### src/rtl/cppd_pkg.sv
`timescale 1ns / 1ps
// ----------------------------------------------------------------------------
// cppd_pkg
// Shared types and constants of the column post pixel decoder.
// ----------------------------------------------------------------------------
package cppd_pkg;

    localparam int MAX_COLUMN_BYTES = 512;   // 16 .. 1023
    localparam int MAX_COLUMNS      = 4096;  // 1 .. 65536

    localparam int BCNT_W   = 10;
    localparam int CFG_IDX_W = 8;

    localparam logic [7:0] ROW_END = 8'd255;
    localparam logic [BCNT_W-1:0] BCNT_MAX = {BCNT_W{1'b1}};

    typedef logic [CFG_IDX_W-1:0] t_cfg_idx;

    localparam t_cfg_idx CFG_ORIGIN_X    = 8'd0;
    localparam t_cfg_idx CFG_ORIGIN_Y    = 8'd1;
    localparam t_cfg_idx CFG_CLIP_RIGHT  = 8'd2;
    localparam t_cfg_idx CFG_CLIP_BOTTOM = 8'd3;

    typedef struct packed {
        logic signed [15:0] origin_x;
        logic signed [15:0] origin_y;
        logic signed [15:0] clip_right;
        logic signed [15:0] clip_bottom;
    } t_cfg;

    typedef struct packed {
        logic signed [15:0] pixel_x;
        logic signed [15:0] pixel_y;
        logic [7:0]         color;
        logic               overrun_error;
    } t_result;

endpackage

### src/rtl/cppd_if.sv
`timescale 1ns / 1ps
// ----------------------------------------------------------------------------
// cppd_if
// Handshake channels of the decoder: byte input, pixel output, config write.
// ----------------------------------------------------------------------------
interface cppd_byte_if;
    logic        valid;
    logic        ready;
    logic [7:0]  data_byte;
    logic        column_start;
    logic [11:0] column_index;

    modport source (output valid, data_byte, column_start, column_index, input ready);
    modport sink   (input valid, data_byte, column_start, column_index, output ready);
endinterface

interface cppd_pixel_if;
    logic               valid;
    logic               ready;
    logic signed [15:0] pixel_x;
    logic signed [15:0] pixel_y;
    logic [7:0]         color;
    logic               overrun_error;

    modport source (output valid, pixel_x, pixel_y, color, overrun_error, input ready);
    modport sink   (input valid, pixel_x, pixel_y, color, overrun_error, output ready);
endinterface

interface cppd_cfg_if;
    logic        valid;
    logic        ready;
    logic [7:0]  index;
    logic [15:0] data;

    modport source (output valid, index, data, input ready);
    modport sink   (input valid, index, data, output ready);
endinterface

### src/rtl/cppd_parser.sv
`timescale 1ns / 1ps
// ----------------------------------------------------------------------------
// cppd_parser
// Post phase machine and pixel address/clip logic; one byte per accepted beat.
// ----------------------------------------------------------------------------
module cppd_parser
    import cppd_pkg::*;
(
    input  logic        i_clk,
    input  logic        i_rst_n,
    input  logic        i_accept,
    input  logic [7:0]  i_data_byte,
    input  logic        i_column_start,
    input  logic [11:0] i_column_index,
    input  t_cfg        i_cfg,
    output logic        o_res_vld,
    output t_result     o_res
);

    typedef enum logic [2:0] {
        PH_IDLE, PH_ROW, PH_LEN, PH_PAD1, PH_PIX, PH_PAD2, PH_DONE
    } t_phase;

    t_phase              r_phase, n_phase, ph;
    logic [7:0]          r_row, n_row;
    logic [7:0]          r_len, n_len;
    logic [7:0]          r_pcnt, n_pcnt;
    logic [BCNT_W-1:0]   r_bcnt, n_bcnt, bcnt;

    logic signed [17:0]  pix_x, pix_y;
    logic                col_ok, in_clip;
    logic                res_vld;
    t_result             res;

    // screen position; both lower clip edges hold by construction
    assign pix_x  = 18'(i_cfg.origin_x) + $signed({6'b0, i_column_index});
    assign pix_y  = 18'(i_cfg.origin_y) + $signed({10'b0, r_row}) + $signed({10'b0, r_pcnt});
    assign col_ok = {5'b0, i_column_index} < 17'(MAX_COLUMNS);
    assign in_clip = (pix_x <= 18'(i_cfg.clip_right)) && (pix_y <= 18'(i_cfg.clip_bottom));

    always_comb begin
        n_phase = r_phase;
        n_row   = r_row;
        n_len   = r_len;
        n_pcnt  = r_pcnt;
        n_bcnt  = r_bcnt;
        ph      = r_phase;
        bcnt    = r_bcnt;
        res_vld = 1'b0;
        res     = '0;
        if (i_column_start) begin
            ph      = PH_ROW;
            bcnt    = '0;
            n_phase = PH_ROW;
            n_bcnt  = '0;
        end
        if (ph != PH_IDLE && ph != PH_DONE) begin
            n_bcnt = (bcnt == BCNT_MAX) ? bcnt : bcnt + 1'b1;
            case (ph)
                PH_ROW: begin
                    if (i_data_byte == ROW_END) begin
                        n_phase = PH_DONE;
                    end else if (bcnt >= BCNT_W'(MAX_COLUMN_BYTES - 1)) begin
                        n_phase = PH_DONE;
                        res_vld = 1'b1;
                        res.overrun_error = 1'b1;
                    end else begin
                        n_row   = i_data_byte;
                        n_phase = PH_LEN;
                    end
                end
                PH_LEN: begin
                    n_len   = i_data_byte;
                    n_pcnt  = '0;
                    n_phase = PH_PAD1;
                end
                PH_PAD1: begin
                    n_phase = (r_len != '0) ? PH_PIX : PH_PAD2;
                end
                PH_PIX: begin
                    n_pcnt = r_pcnt + 1'b1;
                    if (n_pcnt == r_len) begin
                        n_phase = PH_PAD2;
                    end
                    if (col_ok && in_clip) begin
                        res_vld       = 1'b1;
                        res.pixel_x   = pix_x[15:0];
                        res.pixel_y   = pix_y[15:0];
                        res.color     = i_data_byte;
                    end
                end
                default: begin
                    n_phase = PH_ROW;
                end
            endcase
        end
    end

    assign o_res_vld = i_accept && res_vld;
    assign o_res     = res;

    always_ff @(posedge i_clk) begin
        if (!i_rst_n) begin
            r_phase <= PH_IDLE;
            r_row   <= '0;
            r_len   <= '0;
            r_pcnt  <= '0;
            r_bcnt  <= '0;
        end else if (i_accept) begin
            r_phase <= n_phase;
            r_row   <= n_row;
            r_len   <= n_len;
            r_pcnt  <= n_pcnt;
            r_bcnt  <= n_bcnt;
        end
    end

endmodule

### src/rtl/column_post_pixel_decoder_unit.sv
`timescale 1ns / 1ps
// ----------------------------------------------------------------------------
// column_post_pixel_decoder_unit
// Parses run-length column posts one byte per beat and emits clipped pixel
// writes, or one overrun error for a column without terminator in time.
//
//   channel   dir  beat
//   i_byte    in   data_byte, column_start, column_index
//   o_pixel   out  pixel_x, pixel_y, color, overrun_error
//   i_cfg     in   index, data (origin_x, origin_y, clip_right, clip_bottom)
//
// One byte per cycle while i_byte.ready is high; each result is registered.
// Throughput is set by the output register plus one skid entry: i_byte
// drops ready only when both hold results that o_pixel has not taken.
// Synchronous active-low reset clears the parser and both output slots and
// loads the reset window; config writes are taken in any cycle.
// ----------------------------------------------------------------------------
module column_post_pixel_decoder_unit
    import cppd_pkg::*;
(
    input  logic          i_clk,
    input  logic          i_rst_n,
    cppd_byte_if.sink     i_byte,
    cppd_pixel_if.source  o_pixel,
    cppd_cfg_if.sink      i_cfg
);

    t_cfg     r_cfg;
    logic     accept, out_take;
    logic     res_vld;
    t_result  res;
    logic     r_out_vld, r_skid_vld;
    t_result  r_out, r_skid;

    assign i_cfg.ready  = 1'b1;
    assign i_byte.ready = !r_skid_vld;
    assign accept       = i_byte.valid && i_byte.ready;
    assign out_take     = r_out_vld && o_pixel.ready;

    always_ff @(posedge i_clk) begin
        if (!i_rst_n) begin
            r_cfg.origin_x    <= 16'sd0;
            r_cfg.origin_y    <= 16'sd0;
            r_cfg.clip_right  <= 16'sd319;
            r_cfg.clip_bottom <= 16'sd199;
        end else if (i_cfg.valid) begin
            case (i_cfg.index)
                CFG_ORIGIN_X:    r_cfg.origin_x    <= i_cfg.data;
                CFG_ORIGIN_Y:    r_cfg.origin_y    <= i_cfg.data;
                CFG_CLIP_RIGHT:  r_cfg.clip_right  <= i_cfg.data;
                CFG_CLIP_BOTTOM: r_cfg.clip_bottom <= i_cfg.data;
                default: begin
                end
            endcase
        end
    end

    cppd_parser u_parser (
        .i_clk          (i_clk),
        .i_rst_n        (i_rst_n),
        .i_accept       (accept),
        .i_data_byte    (i_byte.data_byte),
        .i_column_start (i_byte.column_start),
        .i_column_index (i_byte.column_index),
        .i_cfg          (r_cfg),
        .o_res_vld      (res_vld),
        .o_res          (res)
    );

    // output register with one skid entry behind it
    always_ff @(posedge i_clk) begin
        if (!i_rst_n) begin
            r_out_vld  <= 1'b0;
            r_skid_vld <= 1'b0;
        end else if (r_skid_vld) begin
            if (out_take) begin
                r_out      <= r_skid;
                r_skid_vld <= 1'b0;
            end
        end else if (res_vld) begin
            if (!r_out_vld || out_take) begin
                r_out     <= res;
                r_out_vld <= 1'b1;
            end else begin
                r_skid     <= res;
                r_skid_vld <= 1'b1;
            end
        end else if (out_take) begin
            r_out_vld <= 1'b0;
        end
    end

    assign o_pixel.valid         = r_out_vld;
    assign o_pixel.pixel_x       = r_out.pixel_x;
    assign o_pixel.pixel_y       = r_out.pixel_y;
    assign o_pixel.color         = r_out.color;
    assign o_pixel.overrun_error = r_out.overrun_error;

    a_skid_behind_out: assert property (@(posedge i_clk) disable iff (!i_rst_n)
        r_skid_vld |-> r_out_vld)
        else $error("skid entry held with empty output register");

    a_result_kept: assert property (@(posedge i_clk) disable iff (!i_rst_n)
        res_vld |=> r_out_vld)
        else $error("new result not held");

    a_skid_drains: assert property (@(posedge i_clk) disable iff (!i_rst_n)
        (r_skid_vld && out_take) |=> (r_out_vld && !r_skid_vld))
        else $error("skid entry not moved on output take");

    a_error_clean: assert property (@(posedge i_clk) disable iff (!i_rst_n)
        (res_vld && res.overrun_error) |->
            (res.pixel_x == 16'sd0 && res.pixel_y == 16'sd0 && res.color == 8'd0))
        else $error("overrun result carries pixel data");

endmodule

### src/flat_wrapper.sv
// flat-port wrapper written by rule: the top's interface ports become plain ports
module column_post_pixel_decoder_unit_flat import cppd_pkg::*;
  (i_clk, i_rst_n, i_byte_valid, i_byte_data_byte, i_byte_column_start, i_byte_column_index, i_byte_ready, o_pixel_valid, o_pixel_pixel_x, o_pixel_pixel_y, o_pixel_color, o_pixel_overrun_error, o_pixel_ready, i_cfg_valid, i_cfg_index, i_cfg_data, i_cfg_ready);
  cppd_byte_if i_byte_i ();
  cppd_pixel_if o_pixel_i ();
  cppd_cfg_if i_cfg_i ();
  input  logic i_clk;
  input  logic i_rst_n;
  input wire logic [$bits(i_byte_i.valid)-1:0] i_byte_valid;
  input wire logic [$bits(i_byte_i.data_byte)-1:0] i_byte_data_byte;
  input wire logic [$bits(i_byte_i.column_start)-1:0] i_byte_column_start;
  input wire logic [$bits(i_byte_i.column_index)-1:0] i_byte_column_index;
  output wire logic [$bits(i_byte_i.ready)-1:0] i_byte_ready;
  output wire logic [$bits(o_pixel_i.valid)-1:0] o_pixel_valid;
  output wire logic [$bits(o_pixel_i.pixel_x)-1:0] o_pixel_pixel_x;
  output wire logic [$bits(o_pixel_i.pixel_y)-1:0] o_pixel_pixel_y;
  output wire logic [$bits(o_pixel_i.color)-1:0] o_pixel_color;
  output wire logic [$bits(o_pixel_i.overrun_error)-1:0] o_pixel_overrun_error;
  input wire logic [$bits(o_pixel_i.ready)-1:0] o_pixel_ready;
  input wire logic [$bits(i_cfg_i.valid)-1:0] i_cfg_valid;
  input wire logic [$bits(i_cfg_i.index)-1:0] i_cfg_index;
  input wire logic [$bits(i_cfg_i.data)-1:0] i_cfg_data;
  output wire logic [$bits(i_cfg_i.ready)-1:0] i_cfg_ready;
  assign i_byte_i.valid = i_byte_valid;
  assign i_byte_i.data_byte = i_byte_data_byte;
  assign i_byte_i.column_start = i_byte_column_start;
  assign i_byte_i.column_index = i_byte_column_index;
  assign i_byte_ready = i_byte_i.ready;
  assign o_pixel_valid = o_pixel_i.valid;
  assign o_pixel_pixel_x = o_pixel_i.pixel_x;
  assign o_pixel_pixel_y = o_pixel_i.pixel_y;
  assign o_pixel_color = o_pixel_i.color;
  assign o_pixel_overrun_error = o_pixel_i.overrun_error;
  assign o_pixel_i.ready = o_pixel_ready;
  assign i_cfg_i.valid = i_cfg_valid;
  assign i_cfg_i.index = i_cfg_index;
  assign i_cfg_i.data = i_cfg_data;
  assign i_cfg_ready = i_cfg_i.ready;
  column_post_pixel_decoder_unit u_core (.i_clk(i_clk), .i_rst_n(i_rst_n), .i_byte(i_byte_i), .o_pixel(o_pixel_i), .i_cfg(i_cfg_i));
endmodule
### config.mk
export PLATFORM = sky130hd
export DESIGN_NAME = column_post_pixel_decoder_unit_flat
export DESIGN_NICKNAME = d
export VERILOG_FILES = /design/src/rtl/cppd_pkg.sv /design/src/rtl/cppd_if.sv /design/src/rtl/cppd_parser.sv /design/src/rtl/column_post_pixel_decoder_unit.sv /design/src/flat_wrapper.sv
export SDC_FILE = /design/constraint.sdc
export NUM_CORES = 1
export LEC_CHECK = 0
export BUFFER_PORTS_ARGS = -buffer_cell sky130_fd_sc_hd__buf_4
export CAP_MARGIN = 0
export CORE_ASPECT_RATIO = 0.6
export CORE_MARGIN = 2
export CORE_UTILIZATION = 40
export DETAILED_ROUTE_END_ITERATION = 10
export GPL_TIMING_DRIVEN = 0
export PLACE_DENSITY = 0.66
export RECOVER_POWER = 50
export SLEW_MARGIN = 5
export SYNTH_ARGS = -nofsm -noshare
export SYNTH_HDL_FRONTEND = slang
export SYNTH_SLANG_ARGS = --single-unit
### constraint.sdc
create_clock -name i_clk -period 21.6 [get_ports i_clk]
set_input_delay 4.32 -clock i_clk [delete_from_list [all_inputs] [get_ports i_clk]]
set_output_delay 4.32 -clock i_clk [all_outputs]
set_load 0.01 [all_outputs]
==> flow_metrics.tcl, run 1 <==
set metrics [dict create \
    min_period_ps 9190 \
    r2r_slack_ps 15190 \
    place_congestion 0.905 \
    cap_violations 0 \
    cts_setup_buffers 0 \
    antenna_left 0 \
    rr_startpoint "u_core.u_parser.r_pcnt[1]" \
    p_leak_nw 4.65 \
    die_area_mm2 0.0264 \
    grt_pass1_wl_um 42200 \
    synth_edf_count 82 \
    numClockSinks 185 \
    post_cts_resized 0 \
    syn2layout_area_growth_pct 14.6 \
    power_density_mw_per_mm2 61.3 \
    path_class "in -> reg" \
    synth.top_cells.by_area "edfxtp_1 25%, dfxtp_1 21%, ha_1 7.1%" \
    antenna_found_initial 0 \
    clock_skew_ps 11.1 \
    dieHeight_um 127 \
    crit_path_end_kind "flip-flop" \
    min_from "u_core.r_cfg[31]" \
    fmaxAchievable_mhz 109 \
    dp_hpwl_um 20800 \
    path_clk_slew_ps 70 \
    synthDistinctLibCells 65 \
    drtIter0Drc 646 \
    cts_tree "yes" \
    setup_viol 0 \
    synth_ff_type "dfxtp_1" \
    r2r-end "u_core.r_skid[39]" \
    async_reset_ff_frac 0 \
    period_share 0.425 \
    start_util 0.411 \
    syn_area_per_cell_um2 9.21 \
    yosysMostFrequentCell "nand2_1" \
    required_ps 21750 \
    syn_area_mm2 0.0100 \
    n_antenna_cell 0 \
    grt_start_max_net_pins 26 \
    critPathMaxFanout 25 \
    critPathArrivalTime_ps 9340 \
    ys_seq_area_frac 0.451 \
    finish.net_count 1319 \
    synth_mux_area_frac 0.0261 \
    critPathSlowestCell "a21oi_4" \
    cts_buffers 17 \
    core.rowCount 44 \
    hold_violations 0 \
    min_path_type "reg -> reg" \
    port_buffers 91 \
    synth_compound_area_frac 0.153 \
    worstPathCellList "clkbuf_4, ha_1, inv_1, fa_1, and2b_1, o2111a_1, a211oi_1, a211oi_1, o22ai_1, xor2_1, inv_1, ha_1, nand2_1, nor3_1, nand3_1, nand2_1, o211ai_1, clkbuf_1, buf_2, a21oi_4, buf_16" \
    synth_cells 1089 \
    rsz0062_at_grt "false" \
    track_usage 0.208 \
    drive_gt1_frac 0.0782 \
    synth_xor_area_frac 0.0332 \
    netlist.area_leader.share 0.246 \
    synth_seq_cells 185 \
    critical-path-max-stage-delay_ps 560 \
    wl_um 26700 \
    pre_cts_slack_ps 12130 \
    viasPerCell 5.19 \
    ys_warn_count 0 \
    wl_per_cell_um 17.4 \
    slew_viol_final 0 \
    synth_common_cells "179 x nand2_1, 103 x dfxtp_1, 93 x inv_1, 82 x edfxtp_1, 79 x nor2_1" \
    n_fill_cell 2341 \
    tns_ps 0 \
    dieWidth_um 208 \
    grt_pass1_vias 7509 \
    start_kind "input port" \
    cts_hold_buf 0 \
    clk_path_buf_depth 2 \
    cts-root-buf "clkbuf_16" \
    htreeDepth 4 \
    relSlewSlack 0.302 \
    whs_endpoint "u_core.r_cfg[31]" \
    synth_area_leader_cell "edfxtp_1" \
    hold_slack_ps 460 \
    coreArea_mm2 0.0244 \
    drt-pass1-iter-count 5 \
    vias 7976 \
    tightest_slew_ps 1040 \
    status "completed" \
    grt-ovfl-total 0 \
    multiInputGateArea_mm2 0.00490 \
    vdd_drop_max_mv 0.0507 \
    ios 94 \
    synthAdderAreaFrac 0.0911 \
    syn_nets 1206 \
    synth_top_family_by_area "simple AND/OR/NAND/NOR gates" \
    min_path_cells 2 \
    final-seq-area_mm2 0.00452 \
    reg2reg_depth 24 \
    clock_latency_ps 450 \
    drc 0 \
    setup_slack_ps 12410 \
    synthSimpleGateAreaFrac 0.186 \
]
critical path: cells and delay by family:
family / cells / cell delay, ps
XOR/XNOR: 1 / 340
adder cells (fa/ha/maj): 3 / 710
AO/OA/AOI/OAI: 6 / 2000
AND/OR/NAND/NOR: 5 / 830
buffers and inverters: 6 / 1110
cell usage in the layout (no fill, tap or decap), types with 25 or more instances in the layout:
master / synthesis / final
nand2_1: 179 / 179
dfxtp_1: 103 / 103
clkbuf_1: 34 / 94
inv_1: 93 / 93
edfxtp_1: 82 / 82
nor2_1: 79 / 80
ha_1: 57 / 57
nor2b_1: 50 / 50
a21oi_1: 51 / 50
buf_4: 3 / 45
o31ai_1: 42 / 42
a21boi_0: 36 / 38
o21ai_0: 34 / 34
mux2i_1: 25 / 25
flip-flops by register name (all words and copies together) (netlist names):
name	cells
u_core.r_skid	41
u_core.o_pixel.pixel_x	16
u_core.u_parser.r_row	8
u_core.u_parser.r_bcnt	10
u_core.o_pixel.color	8
u_core.u_parser.r_pcnt	8
u_core.r_cfg	64
u_core.u_parser.r_len	8
u_core.o_pixel.valid	1
u_core.o_pixel.overrun_error	1
u_core.u_parser.r_phase	3
u_core.o_pixel.pixel_y	16
u_core.r_skid_vld	1
cell families after synthesis:
family / after synthesis
DFF: 185
muxes: 26
and+or+nand+nor: 398
other: 1
AOI/OAI and AO/OA: 229
buffers and inverters: 145
adders and majority gates: 67
xor gates and xnor gates: 38
how the worst max path moves through the flow:
| stage | startpoint | end | cells past startpoint |
|---|---|---|---|
| 6_report | i_byte_column_index[0] | u_core.r_skid[39] | 21 |
| 3_3_place_gp | i_byte_column_index[0] | u_core.o_pixel.pixel_x[13] | 19 |
| 5_1_grt | i_byte_column_index[0] | u_core.r_skid[39] | 22 |
| 4_1_cts | i_byte_column_index[0] | u_core.r_skid[39] | 21 |
| 3_5_place_dp | i_byte_column_index[0] | u_core.r_skid[37] | 22 |
| 2_1_floorplan | i_byte_column_index[0] | u_core.o_pixel.color[0] | 18 |
report_power, final:
group,internal (mW),switching (mW)
combinational,0.0185,0.0284
clock,0.152,0.140
sequential,0.364,0.00186
layout make-up:
cell class | count | share of cell area
Buffer | 52 | 0.0181
Clock buffer | 23 | 0.0399
Clock inverter | 9 | 0.00599
Inverter | 93 | 0.0304
Multi-Input combinational cell | 759 | 0.427
Sequential cell | 185 | 0.394
Tap cell | 322 | 0.0351
Timing Repair Buffer | 94 | 0.0498
metal layers:
| layer | GRT usage | part of all wire |
|---|---|---|
| met1 | 0.330 | 0.53 |
| met2 | 0.258 | 0.36 |
| met3 | 0.0716 | 0.098 |
| met4 | 0.0588 | 0.011 |
| met5 | 0 | 0 |
through the flow:
step	total power, mW	cells	util	instance area [µm²]
after floorplan	0.398	1089	-	10000
final	0.704	1537	0.471	11500
after global routing	0.729	1537	0.471	11500
after CTS	0.708	1537	0.481	11700
after global placement	0.419	1502	0.456	11100
after detailed placement	0.420	1505	0.459	11200
No activity file was read; power rests on OpenSTA's default activity.
==> run 2: changes to the inputs <==
==> constraint.sdc (replaced) <==
create_clock -name i_clk -period 9.65 [get_ports i_clk]
set_input_delay 1.93 -clock i_clk [delete_from_list [all_inputs] [get_ports i_clk]]
set_output_delay 1.93 -clock i_clk [all_outputs]
set_load 0.01 [all_outputs]
==> flow_metrics.tcl, run 2 (synthesis results as in run 1) <==
set metrics [dict create \
    dp_hpwl_um 20800 \
    drt-pass1-iter-count 5 \
    min_path_type "reg -> reg" \
    track_usage 0.208 \
    worstPathCellList "clkbuf_4, ha_1, inv_1, fa_1, and2b_1, o2111a_1, a211oi_1, a211oi_1, o22ai_1, xor2_1, inv_1, ha_1, nand2_1, nor3_1, nand3_1, nand2_1, o211ai_1, clkbuf_1, buf_2, a21oi_4, buf_16" \
    fin_cells 1537 \
    relSlewSlack 0.295 \
    drtIter0Drc 656 \
    vdd_drop_max_mv 0.112 \
    cts_tree "yes" \
    fmaxAchievable_mhz 147 \
    critPathMaxFanout 25 \
    crit_buf_inv 6 \
    grt_pass1_vias 7501 \
    reg_top3 "u_core.r_cfg (64), u_core.r_skid (41)" \
    drive_gt1_frac 0.0782 \
    grt_start_max_net_pins 26 \
    placed_cell_area_mm2 0.0112 \
    crit_path_end_kind "flip-flop" \
    hold_violations 0 \
    min_period_ps 6800 \
    period_share 0.705 \
    p_leak_nw 4.65 \
    mostFrequentLayoutCells "179 x nand2_1, 103 x dfxtp_1, 94 x clkbuf_1, 93 x inv_1, 82 x edfxtp_1" \
    drc 0 \
    ios 94 \
    antenna_found_initial 0 \
    critical_path.top_delay_family "compound AO/OA/AOI/OAI gates" \
    slew_viol_final 0 \
    wl_um 26600 \
    core.rowCount 44 \
    dieWidth_um 208 \
    start_util 0.411 \
    n_antenna_cell 0 \
    cts_buffers 17 \
    status "completed" \
    finish.net_count 1319 \
    place_congestion 0.905 \
    post_cts_resized 0 \
    dieHeight_um 127 \
    final_cell_area_mm2 0.0115 \
    syn2layout_area_growth_pct 14.6 \
    cts_setup_buffers 0 \
    grt-ovfl-total 0 \
    critical-path-max-stage-delay_ps 560 \
    tightest_slew_ps 1050 \
    clk_path_buf_depth 2 \
    clock_skew_ps 10.3 \
    power_density_mw_per_mm2 137 \
    tns_ps 0 \
    coreArea_mm2 0.0244 \
    critPathSlowestCell "a21oi_4" \
    final_common_cell "nand2_1" \
    grt_pass1_wl_um 42200 \
    required_ps 9800 \
    cap_violations 0 \
    path_class "in -> reg" \
    cts-root-buf "clkbuf_16" \
    htreeDepth 4 \
    viasPerCell 5.18 \
    setup_viol 0 \
    critPathArrivalTime_ps 6950 \
    cts_hold_buf 0 \
    clock_latency_ps 440 \
    largest_register "u_core.r_cfg" \
    largest_reg_flops 64 \
    start_kind "input port" \
    numClockSinks 185 \
    dp_cells 1505 \
    antenna_left 0 \
    vias 7962 \
    wl_per_cell_um 17.3 \
    die_area_mm2 0.0264 \
    port_buffers 91 \
    path_clk_slew_ps 70 \
    rsz0062_at_grt "false" \
]
run 2: cell counts in the layout (fill, tap and decap cells not counted):
Identical to the previous run, type by type.
run 2: per-layer routing:
metal  part of all wire  GRT usage
met2               0.36      0.258
met1               0.53      0.330
met5                  0          0
met3               0.10     0.0701
met4              0.012     0.0580
run 2: worst paths after layout:
| check | startpoint | endpoint | slack, ps | cells past startpoint |
|---|---|---|---|---|
| setup reg to reg | u_core.u_parser.r_pcnt[1] | u_core.r_skid[39] | 3250 | 24 |
| setup / recovery | i_byte_column_index[0] | u_core.r_skid[39] | 2850 | 21 |
| hold / removal | u_core.r_cfg[31] | u_core.r_cfg[31] | 460 | 2 |
| hold reg to reg | u_core.r_cfg[31] | u_core.r_cfg[31] | 460 | 2 |
run 2: power by group:
group | total [mW] | switching, mW | internal, mW
clock | 0.650 | 0.311 | 0.339
sequential | 0.819 | 0.00411 | 0.815
combinational | 0.105 | 0.0633 | 0.0415
total | 1.57 | 0.378 | 1.20
run 2: stage by stage:
stage,worst slack (ps),utilization,total power [mW],hold slack (ps)
after global routing,2520,0.471,1.63,484
after detailed placement,2570,0.459,0.941,447
final,2850,0.471,1.57,459
after CTS,3030,0.481,1.58,456
after global placement,-879,0.456,0.939,440
after floorplan,1150,-,0.891,431
run 2: worst register-to-register path: stages, from the launching register on:
cell and delay, ps:
dfxtp_1 420, inv_1 80, fa_1 450, inv_1 70
ha_1 170, inv_1 60, fa_1 390, nor2b_1 210
o31a_1 230, o221a_2 230, o21ai_1 140, or2_2 360
xor2_1 350, inv_1 80, ha_1 310, a21oi_1 160
nor2_1 60, a211oi_1 230, o211ai_1 160, o221ai_1 280
o211ai_1 250, clkbuf_1 300, buf_2 290, a21oi_4 560
buf_16 260
run 2: area by class of cell:
class	count	area [µm²]
Timing Repair Buffer	94	572
Multi-Input combinational cell	759	4900
Buffer	52	208
Sequential cell	185	4520
Clock buffer	23	458
Inverter	93	349
Clock inverter	9	68.8
Tap cell	322	403
Fill cell	2341	12900
==> run 3: changes to the inputs <==
--- a/config.mk
+++ b/config.mk
@@ -12,7 +12,7 @@
 export CORE_UTILIZATION = 40
 export DETAILED_ROUTE_END_ITERATION = 10
 export GPL_TIMING_DRIVEN = 0
-export PLACE_DENSITY = 0.66
+export PLACE_DENSITY = 0.68
 export RECOVER_POWER = 50
 export SLEW_MARGIN = 5
 export SYNTH_ARGS = -nofsm -noshare
==> constraint.sdc (replaced) <==
create_clock -name i_clk -period 5.92 [get_ports i_clk]
set_input_delay 1.184 -clock i_clk [delete_from_list [all_inputs] [get_ports i_clk]]
set_output_delay 1.184 -clock i_clk [all_outputs]
set_load 0.01 [all_outputs]
==> flow_metrics.tcl, run 3 (synthesis results as in run 1) <==
set metrics [dict create \
    clock_latency_ps 440 \
    tightest_slew_ps 1070 \
    power_density_mw_per_mm2 224 \
    mostFrequentLayoutCells "179 x nand2_1, 103 x dfxtp_1, 93 x inv_1, 93 x clkbuf_1, 82 x edfxtp_1" \
    grt_pass1_vias 7587 \
    clk_path_buf_depth 2 \
    r2r_slack_ps 190 \
    clock_skew_ps 9.52 \
    antenna_found_initial 0 \
    crit_buf_inv 7 \
    viasPerCell 5.31 \
    coreArea_mm2 0.0244 \
    critPathSlowestCell "fa_1" \
    worstPathCellList "inv_1, fa_1, inv_1, ha_1, inv_1, fa_1, nor2b_1, o31a_1, o221a_2, o21ai_2, or2_2, xor2_4, inv_1, ha_1, a21oi_1, nor2_1, a211oi_1, o211ai_1, o221ai_1, o211ai_1, clkbuf_4, buf_2, a21oi_4, buf_12" \
    track_usage 0.209 \
    cts_buffers 17 \
    min_period_ps 5730 \
    place_congestion 0.887 \
    crit_path_end_kind "flip-flop" \
    required_ps 6060 \
    slew_viol_final 0 \
    finish.net_count 1327 \
    path_class "reg -> reg" \
    n_fill_cell 2329 \
    setup_viol 0 \
    syn2layout_area_growth_pct 15.7 \
    port_buffers 91 \
    drtIter0Drc 674 \
    antenna_left 0 \
    pre_cts_slack_ps -450 \
    wl_per_cell_um 17.7 \
    final-seq-area_mm2 0.00452 \
    cts_hold_buf 0 \
    drt-pass1-iter-count 5 \
    final_cell_area_mm2 0.0116 \
    hold_violations 0 \
    n_antenna_cell 0 \
    grt_pass1_wl_um 42400 \
    min_path_type "reg -> reg" \
    htreeDepth 4 \
    dieWidth_um 208 \
    start_kind "flip-flop" \
    dieHeight_um 127 \
    dp_hpwl_um 21100 \
    rsz0062_at_grt "false" \
    critPathArrivalTime_ps 5870 \
    multiInputGateArea_mm2 0.00494 \
    relSlewSlack 0.281 \
    setup_slack_ps 192 \
    largest_reg_flops 64 \
    critical-path-max-stage-delay_ps 450 \
    period_share 0.968 \
    largest_register "u_core.r_cfg" \
    start_util 0.411 \
    critical_path.top_delay_family "compound AO/OA/AOI/OAI gates" \
    placed_cell_area_mm2 0.0112 \
    grt-ovfl-total 0 \
    drive_gt1_frac 0.0891 \
    path_clk_slew_ps 70 \
    core.rowCount 44 \
    cp_common_cell "inv_1" \
    ios 94 \
    drc 0 \
    status "completed" \
    grt_start_max_net_pins 28 \
    vias 8208 \
    cts-root-buf "clkbuf_16" \
    wl_um 27300 \
    cap_violations 0 \
    numClockSinks 185 \
    vdd_drop_max_mv 0.176 \
    cts_tree "yes" \
    fmaxAchievable_mhz 175 \
    die_area_mm2 0.0264 \
    final_common_cell "nand2_1" \
    reg_top3 "u_core.r_cfg (64), u_core.r_skid (41)" \
    p_leak_nw 4.71 \
    critPathMaxFanout 27 \
]
run 3: per-stage QoR:
stage                     utilization  hold slack, ps  total power, mW  instances  TNS [ps]
final                           0.476             464             2.60       1545         0
after global routing            0.476             489             2.68       1545         0
after CTS                       0.482             456             2.60       1540         0
after detailed placement        0.459             447             1.53       1505    -26460
after global placement          0.456             440             1.53       1502    -96960
after floorplan                     -             431             1.45       1089         0
run 3: worst register-to-register path: cells and delay by family (launching register included):
family,cells,cell delay (ps)
compound gates,9,1850
fa+ha+maj,4,1340
buf+inv,7,980
simple gates,3,610
flops,1,410
xor+xnor,1,240
run 3: layout make-up:
class,instances,area share
Buffer,52,0.0180
Clock buffer,24,0.0415
Clock inverter,8,0.00561
Inverter,93,0.0301
Multi-Input combinational cell,759,0.426
Sequential cell,185,0.390
Tap cell,322,0.0347
Timing Repair Buffer,102,0.0541
run 3: final timing paths:
path | from | to | depth (start not counted)
max | u_core.u_parser.r_pcnt[1] | u_core.r_skid[29] | 24
min reg2reg | u_core.r_cfg[25] | u_core.r_cfg[25] | 2
max reg2reg | u_core.u_parser.r_pcnt[1] | u_core.r_skid[29] | 24
min | u_core.r_cfg[25] | u_core.r_cfg[25] | 2
run 3: where the power goes:
group	switching [mW]	leakage (nW)	total [mW]	internal [mW]
clock	0.511	0.271	1.09	0.577
combinational	0.105	2.66	0.173	0.0679
sequential	0.00660	1.78	1.33	1.33
total	0.623	4.71	2.60	1.97
run 3: what timing repair did:
action	CTS	global route
endpoints found under the setup margin	59	83
pin swaps	2	1
setup buffers	3	5
resized for setup	0	6
run 3: layer usage:
metal / GRT usage / wire length, µm / up-vias
met5: 0 / 0 / -
met4: 0.0406 / 174 / 0
met3: 0.0723 / 2980 / 13
met2: 0.272 / 10200 / 321
met1: 0.326 / 14000 / 3881
li1: - / - / 3993
